### src/rtl/bounded_squared_l2_distance_top_assert.svh
// Assertion macros shared by the distance block.
// Each macro expects clk and rst_n in scope.
`ifndef BOUNDED_SQUARED_L2_DISTANCE_TOP_ASSERT_SVH
`define BOUNDED_SQUARED_L2_DISTANCE_TOP_ASSERT_SVH

// Same-cycle implication
`define BSQD_ASSERT_IMPL(name, ante, cons, msg) \
    name: assert property (@(posedge clk) disable iff (!rst_n) (ante) |-> (cons)) \
        else $error(msg);

// Next-cycle implication
`define BSQD_ASSERT_NEXT(name, ante, cons, msg) \
    name: assert property (@(posedge clk) disable iff (!rst_n) (ante) |=> (cons)) \
        else $error(msg);

`endif

### src/rtl/bsqd_pkg.sv
`timescale 1ns / 1ps

package bsqd_pkg;

    // Port width of an element field and the bits of it actually used
    localparam int ELEM_W      = 16;
    localparam int ELEM_BITS   = 16;

    // Elements per bound check
    localparam int CHECK_BLOCK = 64;
    localparam int POS_W       = (CHECK_BLOCK > 1) ? $clog2(CHECK_BLOCK) : 1;
    localparam logic [POS_W-1:0] CHECK_LAST = POS_W'(CHECK_BLOCK - 1);

    // Difference, square and sum widths
    localparam int DIFF_W = ELEM_BITS + 1;
    localparam int SQ_W   = 2 * DIFF_W;
    localparam int SUM_W  = 48;
    localparam logic [SUM_W-1:0] SUM_MAX = {SUM_W{1'b1}};

    // Squared difference handed from the front end to the accumulator
    typedef struct packed {
        logic [SQ_W-1:0] sq;
        logic            last;
    } bsqd_sq_t;

endpackage

### src/rtl/bsqd_front.sv
`timescale 1ns / 1ps

module bsqd_front (
    input  logic                             clk,
    input  logic                             rst_n,
    input  logic                             elem_valid,
    output logic                             elem_stall,
    input  logic signed [bsqd_pkg::ELEM_W-1:0] elem_a,
    input  logic signed [bsqd_pkg::ELEM_W-1:0] elem_b,
    input  logic                             last_elem,
    output logic                             sq_valid,
    input  logic                             sq_ready,
    output bsqd_pkg::bsqd_sq_t               sq_item
);

    // Input stage
    logic                                in_valid_reg, in_valid_next;
    logic signed [bsqd_pkg::ELEM_BITS-1:0] a_reg;
    logic signed [bsqd_pkg::ELEM_BITS-1:0] b_reg;
    logic                                last_reg;

    // Square stage
    logic                sq_valid_reg, sq_valid_next;
    bsqd_pkg::bsqd_sq_t  sq_item_reg;

    logic                                in_load;
    logic                                sq_load;
    logic signed [bsqd_pkg::DIFF_W-1:0]  diff;
    logic signed [bsqd_pkg::SQ_W-1:0]    prod;

    // Handshake between stages
    assign sq_load    = in_valid_reg && (!sq_valid_reg || sq_ready);
    assign elem_stall = in_valid_reg && !(!sq_valid_reg || sq_ready);
    assign in_load    = elem_valid && !elem_stall;

    always_comb
    begin
        in_valid_next = in_valid_reg;
        if (in_load)
            in_valid_next = 1'b1;
        else if (sq_load)
            in_valid_next = 1'b0;
    end

    always_comb
    begin
        sq_valid_next = sq_valid_reg;
        if (sq_load)
            sq_valid_next = 1'b1;
        else if (sq_ready)
            sq_valid_next = 1'b0;
    end

    // Exact difference and square
    assign diff = {a_reg[bsqd_pkg::ELEM_BITS-1], a_reg}
                - {b_reg[bsqd_pkg::ELEM_BITS-1], b_reg};
    assign prod = diff * diff;

    always_ff @(posedge clk or negedge rst_n)
    begin
        if (!rst_n)
        begin
            in_valid_reg <= 1'b0;
            sq_valid_reg <= 1'b0;
        end
        else
        begin
            in_valid_reg <= in_valid_next;
            sq_valid_reg <= sq_valid_next;
        end
    end

    // Payload registers, no reset
    always_ff @(posedge clk)
    begin
        if (in_load)
        begin
            a_reg    <= elem_a[bsqd_pkg::ELEM_BITS-1:0];
            b_reg    <= elem_b[bsqd_pkg::ELEM_BITS-1:0];
            last_reg <= last_elem;
        end
        if (sq_load)
        begin
            sq_item_reg.sq   <= prod;
            sq_item_reg.last <= last_reg;
        end
    end

    assign sq_valid = sq_valid_reg;
    assign sq_item  = sq_item_reg;

endmodule

### src/rtl/bsqd_accum.sv
`timescale 1ns / 1ps

`include "bounded_squared_l2_distance_top_assert.svh"

module bsqd_accum (
    input  logic                          clk,
    input  logic                          rst_n,
    input  logic                          sq_valid,
    output logic                          sq_ready,
    input  bsqd_pkg::bsqd_sq_t            sq_item,
    input  logic [bsqd_pkg::SUM_W-1:0]    bound,
    output logic                          dist_valid,
    input  logic                          dist_stall,
    output logic [bsqd_pkg::SUM_W-1:0]    distance,
    output logic                          bound_exceeded
);

    // Per-vector state
    logic [bsqd_pkg::SUM_W-1:0] sum_reg, sum_next;
    logic [bsqd_pkg::POS_W-1:0] pos_reg, pos_next;
    logic                       abandoned_reg, abandoned_next;

    // Result register
    logic                       dist_valid_reg, dist_valid_next;
    logic [bsqd_pkg::SUM_W-1:0] distance_reg;
    logic                       exceeded_reg;

    logic [bsqd_pkg::SUM_W:0]   sum_wide;
    logic [bsqd_pkg::SUM_W-1:0] sum_new;
    logic                       over;
    logic                       at_check;
    logic                       emit;
    logic                       out_free;
    logic                       acc_fire;

    // Saturating add and bound compare
    assign sum_wide = {1'b0, sum_reg}
                    + {{(bsqd_pkg::SUM_W + 1 - bsqd_pkg::SQ_W){1'b0}}, sq_item.sq};
    assign sum_new  = sum_wide[bsqd_pkg::SUM_W] ? bsqd_pkg::SUM_MAX
                                                : sum_wide[bsqd_pkg::SUM_W-1:0];
    assign over     = sum_new > bound;
    assign at_check = pos_reg == bsqd_pkg::CHECK_LAST;

    // A result goes out on the last element of a vector not abandoned or on a failed block check
    assign emit     = !abandoned_reg && (sq_item.last || (at_check && over));
    assign out_free = !dist_valid_reg || !dist_stall;
    assign sq_ready = !emit || out_free;
    assign acc_fire = sq_valid && sq_ready;

    // State update
    always_comb
    begin
        sum_next       = sum_reg;
        pos_next       = pos_reg;
        abandoned_next = abandoned_reg;
        if (acc_fire)
        begin
            if (sq_item.last)
            begin
                sum_next       = '0;
                pos_next       = '0;
                abandoned_next = 1'b0;
            end
            else if (!abandoned_reg)
            begin
                sum_next = sum_new;
                pos_next = at_check ? '0 : pos_reg + 1'b1;
                if (at_check && over)
                    abandoned_next = 1'b1;
            end
        end
    end

    // Output valid
    always_comb
    begin
        dist_valid_next = dist_valid_reg;
        if (acc_fire && emit)
            dist_valid_next = 1'b1;
        else if (!dist_stall)
            dist_valid_next = 1'b0;
    end

    always_ff @(posedge clk or negedge rst_n)
    begin
        if (!rst_n)
        begin
            sum_reg        <= '0;
            pos_reg        <= '0;
            abandoned_reg  <= 1'b0;
            dist_valid_reg <= 1'b0;
        end
        else
        begin
            sum_reg        <= sum_next;
            pos_reg        <= pos_next;
            abandoned_reg  <= abandoned_next;
            dist_valid_reg <= dist_valid_next;
        end
    end

    // Result payload
    always_ff @(posedge clk)
    begin
        if (acc_fire && emit)
        begin
            distance_reg <= sum_new;
            exceeded_reg <= over;
        end
    end

    assign dist_valid     = dist_valid_reg;
    assign distance       = distance_reg;
    assign bound_exceeded = exceeded_reg;

    // Checks
    `BSQD_ASSERT_NEXT(a_abandon_emits, acc_fire && !abandoned_reg && !sq_item.last && at_check && over, abandoned_reg && dist_valid_reg && exceeded_reg, "abandon without exceeded result")
    `BSQD_ASSERT_IMPL(a_abandon_pos, abandoned_reg, pos_reg == '0, "block position moved while abandoned")
    `BSQD_ASSERT_IMPL(a_abandon_end, $fell(abandoned_reg), $past(acc_fire && sq_item.last), "abandon cleared without last element")
    `BSQD_ASSERT_NEXT(a_sum_monotonic, acc_fire && !abandoned_reg && !sq_item.last, sum_reg >= $past(sum_reg), "running sum decreased inside a vector")

endmodule

### src/rtl/bounded_squared_l2_distance_top.sv
// Bounded squared L2 distance with early abandon. Each transaction on the element channel
// carries one pair of signed 16-bit fixed-point elements; the block accumulates the squared
// difference into a 48-bit saturating sum and checks it against distance_bound after every
// 64 elements of a vector. A sum above the bound produces one result with bound_exceeded set
// and the rest of that vector, through the element marked last, is dropped; otherwise a result
// comes out at the last element. The block takes one element pair per clock, sustained, while
// elem_stall is low. An accepted element loads the input register, then the square register
// (one 17x17 multiply), and then the 48-bit add and compare load the result register. A
// result held by dist_stall holds up the stream only when the element behind it would produce
// another result; elements that produce none keep flowing. distance_bound resets to all ones
// and should be written only while no vector is in flight.
`timescale 1ns / 1ps

module bounded_squared_l2_distance_top (
    input  logic                               clk,
    input  logic                               rst_n,
    // Configuration
    input  logic                               cfg_valid,
    output logic                               cfg_ready,
    input  logic [bsqd_pkg::SUM_W-1:0]         distance_bound,
    // Element stream
    input  logic                               elem_valid,
    output logic                               elem_stall,
    input  logic signed [bsqd_pkg::ELEM_W-1:0] elem_a,
    input  logic signed [bsqd_pkg::ELEM_W-1:0] elem_b,
    input  logic                               last_elem,
    // Distance results
    output logic                               dist_valid,
    input  logic                               dist_stall,
    output logic [bsqd_pkg::SUM_W-1:0]         distance,
    output logic                               bound_exceeded
);

    logic [bsqd_pkg::SUM_W-1:0] bound_reg;
    logic                       sq_valid;
    logic                       sq_ready;
    bsqd_pkg::bsqd_sq_t         sq_item;

    // Bound register, always writable
    assign cfg_ready = 1'b1;

    always_ff @(posedge clk or negedge rst_n)
    begin
        if (!rst_n)
            bound_reg <= bsqd_pkg::SUM_MAX;
        else if (cfg_valid && cfg_ready)
            bound_reg <= distance_bound;
    end

    // Difference and square
    bsqd_front u_front (
        .clk        (clk),
        .rst_n      (rst_n),
        .elem_valid (elem_valid),
        .elem_stall (elem_stall),
        .elem_a     (elem_a),
        .elem_b     (elem_b),
        .last_elem  (last_elem),
        .sq_valid   (sq_valid),
        .sq_ready   (sq_ready),
        .sq_item    (sq_item)
    );

    // Accumulate, check and emit
    bsqd_accum u_accum (
        .clk            (clk),
        .rst_n          (rst_n),
        .sq_valid       (sq_valid),
        .sq_ready       (sq_ready),
        .sq_item        (sq_item),
        .bound          (bound_reg),
        .dist_valid     (dist_valid),
        .dist_stall     (dist_stall),
        .distance       (distance),
        .bound_exceeded (bound_exceeded)
    );

endmodule

### config.mk
export PLATFORM = sky130hd
export DESIGN_NAME = bounded_squared_l2_distance_top
export DESIGN_NICKNAME = d
export VERILOG_FILES = /design/src/rtl/bsqd_pkg.sv /design/src/rtl/bsqd_front.sv /design/src/rtl/bsqd_accum.sv /design/src/rtl/bounded_squared_l2_distance_top.sv
export VERILOG_INCLUDE_DIRS = /design/src /design/src/rtl
export SDC_FILE = /design/constraint.sdc
export NUM_CORES = 1
export LEC_CHECK = 0
export ABC_AREA = 1
export BUFFER_PORTS_ARGS = -buffer_cell sky130_fd_sc_hd__clkbuf_2
export CAP_MARGIN = 20
export CORE_MARGIN = 2
export CORE_UTILIZATION = 31
export CTS_BUF_LIST = sky130_fd_sc_hd__clkbuf_16
export CTS_CLUSTER_SIZE = 25
export DETAILED_ROUTE_END_ITERATION = 8
export PLACE_DENSITY = 0.55
export SETUP_SLACK_MARGIN = 0.2
export SLEW_MARGIN = 0
export SYNTH_ARGS = -nofsm -noshare
export SYNTH_HDL_FRONTEND = slang
export SYNTH_SLANG_ARGS = --single-unit
### constraint.sdc
create_clock -name clk -period 20.3 [get_ports clk]
set_clock_uncertainty 0.1 [all_clocks]
set_input_delay 4.06 -clock clk [delete_from_list [all_inputs] [get_ports clk]]
set_output_delay 4.06 -clock clk [all_outputs]
set_load 0.05 [all_outputs]
==> impl_metrics.yaml, run 1 <==
clock_tree:
  clkSlewWorstSetupHoldPaths_ps: 80
  cts_tree: "built"
  cts_resized: 0
  cts_buffer_depth: 3
  htree_num_levels: 1
  numCtsBuffers: 27
  clk_latency_ps: 580
  cts_num_sinks: 222
  hold_buffers: 0
  post_cts.repair.setup_buffers: 0
  cts-root-buf: "clkbuf_16"
cells_and_area:
  seqCellArea_sq_um: 6200
  antennaDiodeCount: 0
  n_fill_cell: 8210
  layout-drive-gt1-share_pct: 9.87
  multi_input_area_sq_um: 15000
  nNetsFinal: 3709
  syn2layout_area_growth_pct: 11.0
global_route:
  grt-ovfl-total: 0
  grt_busiest_layer: "met2"
  grtUsageMet1_pct: 22.1
  grt_use_met2_pct: 29.4
  grt_start_max_net_pins: 96
  grt_pass1_vias: 20078
  grt_pass1_wl_microns: 108000
  track_usage_pct: 16.8
  met3_usage_pct: 1.82
  antenna_found_initial: 0
setup_path:
  timing.rr.start: "u_front.b_reg[0]"
  crit_required_ps: 16140
  r2r_cells: 25
  end_kind: "output pin"
  cp_data_arrival_time_ps: 5430
  crit_type: "flop to output pin"
  worst_setup_path_start_kind: "flop"
  reg2reg_slack_ps: 11650
  critical_path.max_fanout: 24
  regToRegEndpoint: "u_front.sq_item[29]"
job:
  max_cap_viol_count: 0
hold_path:
  hold_start: "u_front.last_reg"
  whs_path_depth: 0
  hold_path.class: "flop to flop"
  holdPathEnd: "u_front.sq_item[0]"
die:
  die_w_microns: 284
  row_count: 102
  die_y_microns: 284
  initial_core_util_pct: 31.4
  dieArea_sq_um: 80600
  io_pins: 138
  core-area_sq_um: 77500
placed_design:
  gp_congestion: 0.973
  port_buffers: 136
  pre_cts_slack_ps: 11040
  place_hpwl_microns: 53700
logic_synthesis:
  async_reset_ff_share_pct: 47.7
  synth-compound-area-share_pct: 4.74
  syn-instance-count: 3052
  avgSynthCellArea_sq_um: 7.96
  synth_edf_count: 116
  syn-num-nets: 3592
  netlist_area_sq_um: 24300
  seq_area_frac_synth_pct: 25.5
  yosys_warnings: 0
  synth.ff_latch_count: 222
  synth_top_family_by_area: "adder cells"
  synth-simple-area-share_pct: 22.5
  synthFlopType: "edfxtp_1"
  synthAdderAreaFrac_pct: 31.8
  synth_xor_area_share_pct: 2.41
  yosysUniqueCellTypes: 52
  muxShareOfSynthArea_pct: 0.0464
route:
  wl_per_cell_microns: 15.6
  viasPerCell: 4.51
  drt_first_pass_iters: 5
  wl_microns: 66100
  ant_nets: 0
  vias: 19073
  first_iter_violations: 1049
  drc_errors: 0
timing:
  rsz0062_at_grt: "false"
  setup_viol: 0
  fmax_mhz: 104
  hold_viol: 0
  fin_setup_tns_ps: 0
  slew_viol_final: 0
  worst_slack_ps: 10710
  fin_crit_sh_pct: 47.2
  max_slew_margin_pct: 28.8
  fin_crit_ps: 9590
  worst_slew_pin_slew_ps: 1070
run_status:
  outcome: "complete, no violations"
==> final cells by class <==
type | count | area share, %
Sequential cell | 222 | 23.0
Clock inverter | 23 | 0.868
Clock buffer | 27 | 2.51
Tap cell | 1040 | 4.83
Multi-Input combinational cell | 2025 | 55.5
Timing Repair Buffer | 150 | 2.97
Inverter | 743 | 10.3
==> routing by layer <==
metal | routed length (microns) | vias up | share of wire (%)
li1 | - | 9491 | -
met1 | 29600 | 9057 | 45
met2 | 31800 | 442 | 48
met3 | 3150 | 83 | 4.8
met4 | 1540 | 0 | 2.3
met5 | 0 | - | 0
==> layout by cell type (no fill, tap or decap), types with 10 or more instances in the layout <==
| master | n |
|---|---|
| nor2_2 | 23 |
| a21o_1 | 10 |
| nand3_1 | 91 |
| fa_1 | 271 |
| nand2_2 | 12 |
| inv_1 | 745 |
| clkbuf_16 | 27 |
| o21ai_0 | 80 |
| xnor2_1 | 30 |
| nand4_1 | 77 |
| nor3_1 | 13 |
| nand3_2 | 12 |
| clkbuf_2 | 134 |
| ha_1 | 183 |
| nand2_1 | 793 |
| edfxtp_1 | 116 |
| dfrtp_1 | 57 |
| nor2_1 | 240 |
| a21oi_1 | 101 |
| dfstp_2 | 48 |
| buf_4 | 14 |
| xor2_1 | 33 |
==> synth_stat cells (all sizes together), types with 30 or more instances <==
cell type    n  area [sq um]
a21oi      103           523
buf         43           290
dfrtp       58          1450
dfstp       48          1260
edfxtp     116          3480
fa         271          5430
ha         183          2290
inv        739          2770
nand2      812          3130
nand3      104           593
nand4       78           494
nor2       265          1070
o21ai       83           423
xnor2       30           263
xor2        36           323
==> how the worst max path moves through the flow <==
stage / depth (start not counted) / end / slack [ps] / start
after floorplan: 4 / elem_stall / 11240 / dist_stall
after global placement: 6 / elem_stall / 11060 / dist_stall
after detailed placement: 6 / elem_stall / 11040 / dist_stall
after CTS: 25 / elem_stall / 10640 / u_accum.sum_reg[31]
after global routing: 25 / elem_stall / 10190 / u_accum.sum_reg[31]
final: 23 / elem_stall / 10710 / u_front.sq_item[1]
==> kinds of logic after synthesis <==
group / count (synthesis)
xor gates and xnor gates: 66
AOI/OAI and AO/OA: 213
adders and majority gates: 454
other: 1
buffers and inverters: 805
and+or+nand+nor: 1290
muxes: 1
DFF: 222
==> worst max-delay path, stage by stage (launching register included) <==
cell and delay, ps:
edfxtp_1 370, ha_1 260, ha_1 270, nand3_1 90, nand3_1 170, nand2_1 110, nand2_1 140, nand2_1 150
nand2_2 110, nand3_2 90, nand3_2 650, nor2_2 370, inv_1 120, ha_1 310, nand2_1 60, nor2_1 120
nand2_1 120, nor4_1 400, nand4_1 220, nand3_2 140, nand2_2 110, nand4_1 160, inv_1 70, clkbuf_2 230
==> stage by stage <==
step           util, %  hold WS (ps)  cells  instance area (sq um)
2_1_floorplan        -           300   3052                  24300
3_3_place_gp      33.6           347   4179                  26000
3_5_place_dp      33.6           345   4179                  26000
4_1_cts           34.8           361   4229                  26900
5_1_grt           34.8           377   4230                  27000
6_report          34.8           355   4230                  27000
Power of run 1 is not shown: default switching activity piles up to over one toggle a cycle in this logic, so the estimate is an artifact.
==> run 2: changes to the inputs <==
--- a/config.mk
+++ b/config.mk
@@ -6,7 +6,7 @@
 export SDC_FILE = /design/constraint.sdc
 export NUM_CORES = 1
 export LEC_CHECK = 0
-export ABC_AREA = 1
+export ABC_AREA = 0
 export BUFFER_PORTS_ARGS = -buffer_cell sky130_fd_sc_hd__clkbuf_2
 export CAP_MARGIN = 20
 export CORE_MARGIN = 2
==> constraint.sdc (replaced) <==
create_clock -name clk -period 9.5 [get_ports clk]
set_clock_uncertainty 0.1 [all_clocks]
set_input_delay 1.9 -clock clk [delete_from_list [all_inputs] [get_ports clk]]
set_output_delay 1.9 -clock clk [all_outputs]
set_load 0.05 [all_outputs]
==> run 2 against run 1 <==
Compared with the run above: synthesized cell count is 29% lower; register-to-register slack worse by 11000 ps; setup slack worse by 10000 ps; die area is 12% lower; design area is 11% lower; synthesized area is 12% lower; utilization is 0.32 points higher; final cell count is 24% lower.
==> impl_metrics.yaml, run 2 <==
global_route:
  grt_pass1_vias: 16421
  grt-ovfl-total: 0
  track_usage_pct: 15.1
  grt_pass1_wl_microns: 86300
  antenna_found_initial: 0
  grt_start_max_net_pins: 96
clock_tree:
  numCtsBuffers: 26
  clk_latency_ps: 560
  cts_buffer_depth: 3
  hold_buffers: 0
  cts_num_sinks: 222
  clkSlewWorstSetupHoldPaths_ps: 60
  post_cts.repair.setup_buffers: 0
  cts_tree: "built"
  htree_num_levels: 1
  cts-root-buf: "clkbuf_16"
setup_path:
  crit_required_ps: 9670
  crit_type: "flop to flop"
  slowest_stage: "or3b_2"
  timing.rr.start: "u_front.b_reg[0]"
  end_kind: "flop"
  cpPeakStageDelay_ps: 630
  critical_path.max_fanout: 12
  regToRegEndpoint: "u_front.sq_item[34]"
  r2r_cells: 31
  reg2reg_slack_ps: 560
  timing.critical_path.mode_cell: "fa_1"
  cp_data_arrival_time_ps: 9110
  worst_setup_path_start_kind: "flop"
route:
  vias: 15264
  ant_nets: 0
  viasPerCell: 4.76
  route.met2.wl_microns: 25200
  wl_per_cell_microns: 16.4
  wl_met3_microns: 2110
  routed.top_layer: "met4"
  drt_first_pass_iters: 5
  drc_errors: 0
  wl_microns: 52500
  wl_met1_microns: 23900
  first_iter_violations: 951
placed_design:
  gp_congestion: 0.890
  place_hpwl_microns: 41900
  port_buffers: 136
  place_area_sq_um: 23200
  pre_cts_slack_ps: 379
timing:
  worst_slew_pin_slew_ps: 999
  worst_slack_ps: 556
  max_slew_margin_pct: 32.9
  rsz0062_at_grt: "true"
  setup_viol: 0
  hold_viol: 0
  fin_crit_sh_pct: 94.1
  fin_crit_ps: 8940
  slew_viol_final: 0
  fin_setup_tns_ps: 0
  fmax_mhz: 112
logic_synthesis:
  synth_area_leaders: "fa_1 (25%), edfxtp_1 (16%), ha_1 (11%)"
  seq_area_frac_synth_pct: 28.9
  avgSynthCellArea_sq_um: 9.85
  synth.ff_latch_count: 222
  yosysTopAreaCellShare_pct: 25.3
  netlist_area_sq_um: 21400
  async_reset_ff_share_pct: 47.7
  syn-instance-count: 2173
  yosys_warnings: 0
  yosysMostFrequentCell: "inv_1"
  synth_area_leader_cell: "fa_1"
  syn-num-nets: 2713
  yosysUniqueCellTypes: 71
  synthFlopType: "edfxtp_1"
  synth_edf_count: 116
  ys_top_cells_by_count: "inv_1 (429), fa_1 (271), nand2_1 (235)"
cells_and_area:
  n_fill_cell: 6906
  layout_commonest_cell: "inv_1"
  fin_area_sq_um: 24000
  nNetsFinal: 2847
  layout-drive-gt1-share_pct: 12.3
  seqCellArea_sq_um: 6200
  final_cell_mix: "inv_1 (433), fa_1 (270), nand2_1 (235), ha_1 (183), nor2_1 (139)"
  antennaDiodeCount: 0
  fin_util_pct: 35.1
  syn2layout_area_growth_pct: 12.3
  multi_input_area_sq_um: 13400
hold_path:
  holdPathEnd: "u_front.sq_item[0]"
  hold_path.class: "flop to flop"
  hold_start: "u_front.last_reg"
  whs_path_depth: 0
die:
  io_pins: 138
  dieArea_sq_um: 71200
  row_count: 96
  core-area_sq_um: 68500
  initial_core_util_pct: 31.3
  die_w_microns: 267
  die_y_microns: 267
job:
  max_cap_viol_count: 0
run_status:
  outcome: "complete, no violations"
[run 2: cell types whose count changed in the layout (fill, tap and decap cells not counted), sizes merged, moves of 19 or more]
cell	delta
nand2	-577
inv	-314
nor2	-125
nand3	-78
nand4	-64
a22o	+37
a21o	+32
buf	+25
xnor2	+24
o21ai	+19
[run 2: layout make-up]
cell class,instances,area share (%)
inverters,432,6.77
clock buffers,26,2.71
flip-flops and latches,222,25.8
repair buffers,175,4.06
multi-input cells,1450,55.6
clock inverters,22,0.468
well taps,882,4.59
[run 2: critical path, delay by kind of cell (launching register included)]
| kind | cells | cell delay (ps) |
|---|---|---|
| and+or+nand+nor | 3 | 930 |
| adders and majority gates | 9 | 4150 |
| AOI/OAI and AO/OA | 14 | 2660 |
| buffers and inverters | 4 | 340 |
| xor gates and xnor gates | 1 | 90 |
| DFF | 1 | 380 |
[run 2: cell families after synthesis]
| group | after synthesis | synth area share (%) |
|---|---|---|
| AND/OR/NAND/NOR | 515 | 10.6 |
| buffers and inverters | 501 | 8.85 |
| multiplexers | 7 | 0.345 |
| adder cells (fa/ha/maj) | 454 | 36.0 |
| flip-flops | 222 | 28.9 |
| XOR/XNOR | 81 | 3.31 |
| other | 1 | 0.0175 |
| AO/OA/AOI/OAI | 392 | 11.9 |
[run 2: timing repair]
action                                  CTS  global route
gates resized for setup                   0            10
endpoints found under the setup margin    0             9
hold endpoints to repair                  0             0
[run 2: how the worst max path moves through the flow]
stage                     start                   to  slack [ps]  depth (start not counted)
2_1_floorplan  u_front.a_reg[0]  u_front.sq_item[34]         910                         35
3_3_place_gp   u_front.a_reg[0]  u_front.sq_item[34]         490                         32
3_5_place_dp   u_front.a_reg[0]  u_front.sq_item[34]         380                         32
4_1_cts        u_front.a_reg[0]  u_front.sq_item[34]         300                         32
5_1_grt        u_front.b_reg[0]  u_front.sq_item[34]         100                         32
6_report       u_front.b_reg[0]  u_front.sq_item[34]         560                         31
[run 2: metal layers]
layer,up-vias,GRT usage [%]
met5,-,0
met4,0,3.86
met3,69,1.72
met2,312,26.2
met1,7542,20.1
li1,7341,-
[run 2: through the flow]
step	std cells	hold WS, ps
final	3209	346
after global routing	3209	359
after CTS	3209	341
after detailed placement	3161	327
after global placement	3161	315
after floorplan	2173	300
Power of run 2 is left out for the same reason.
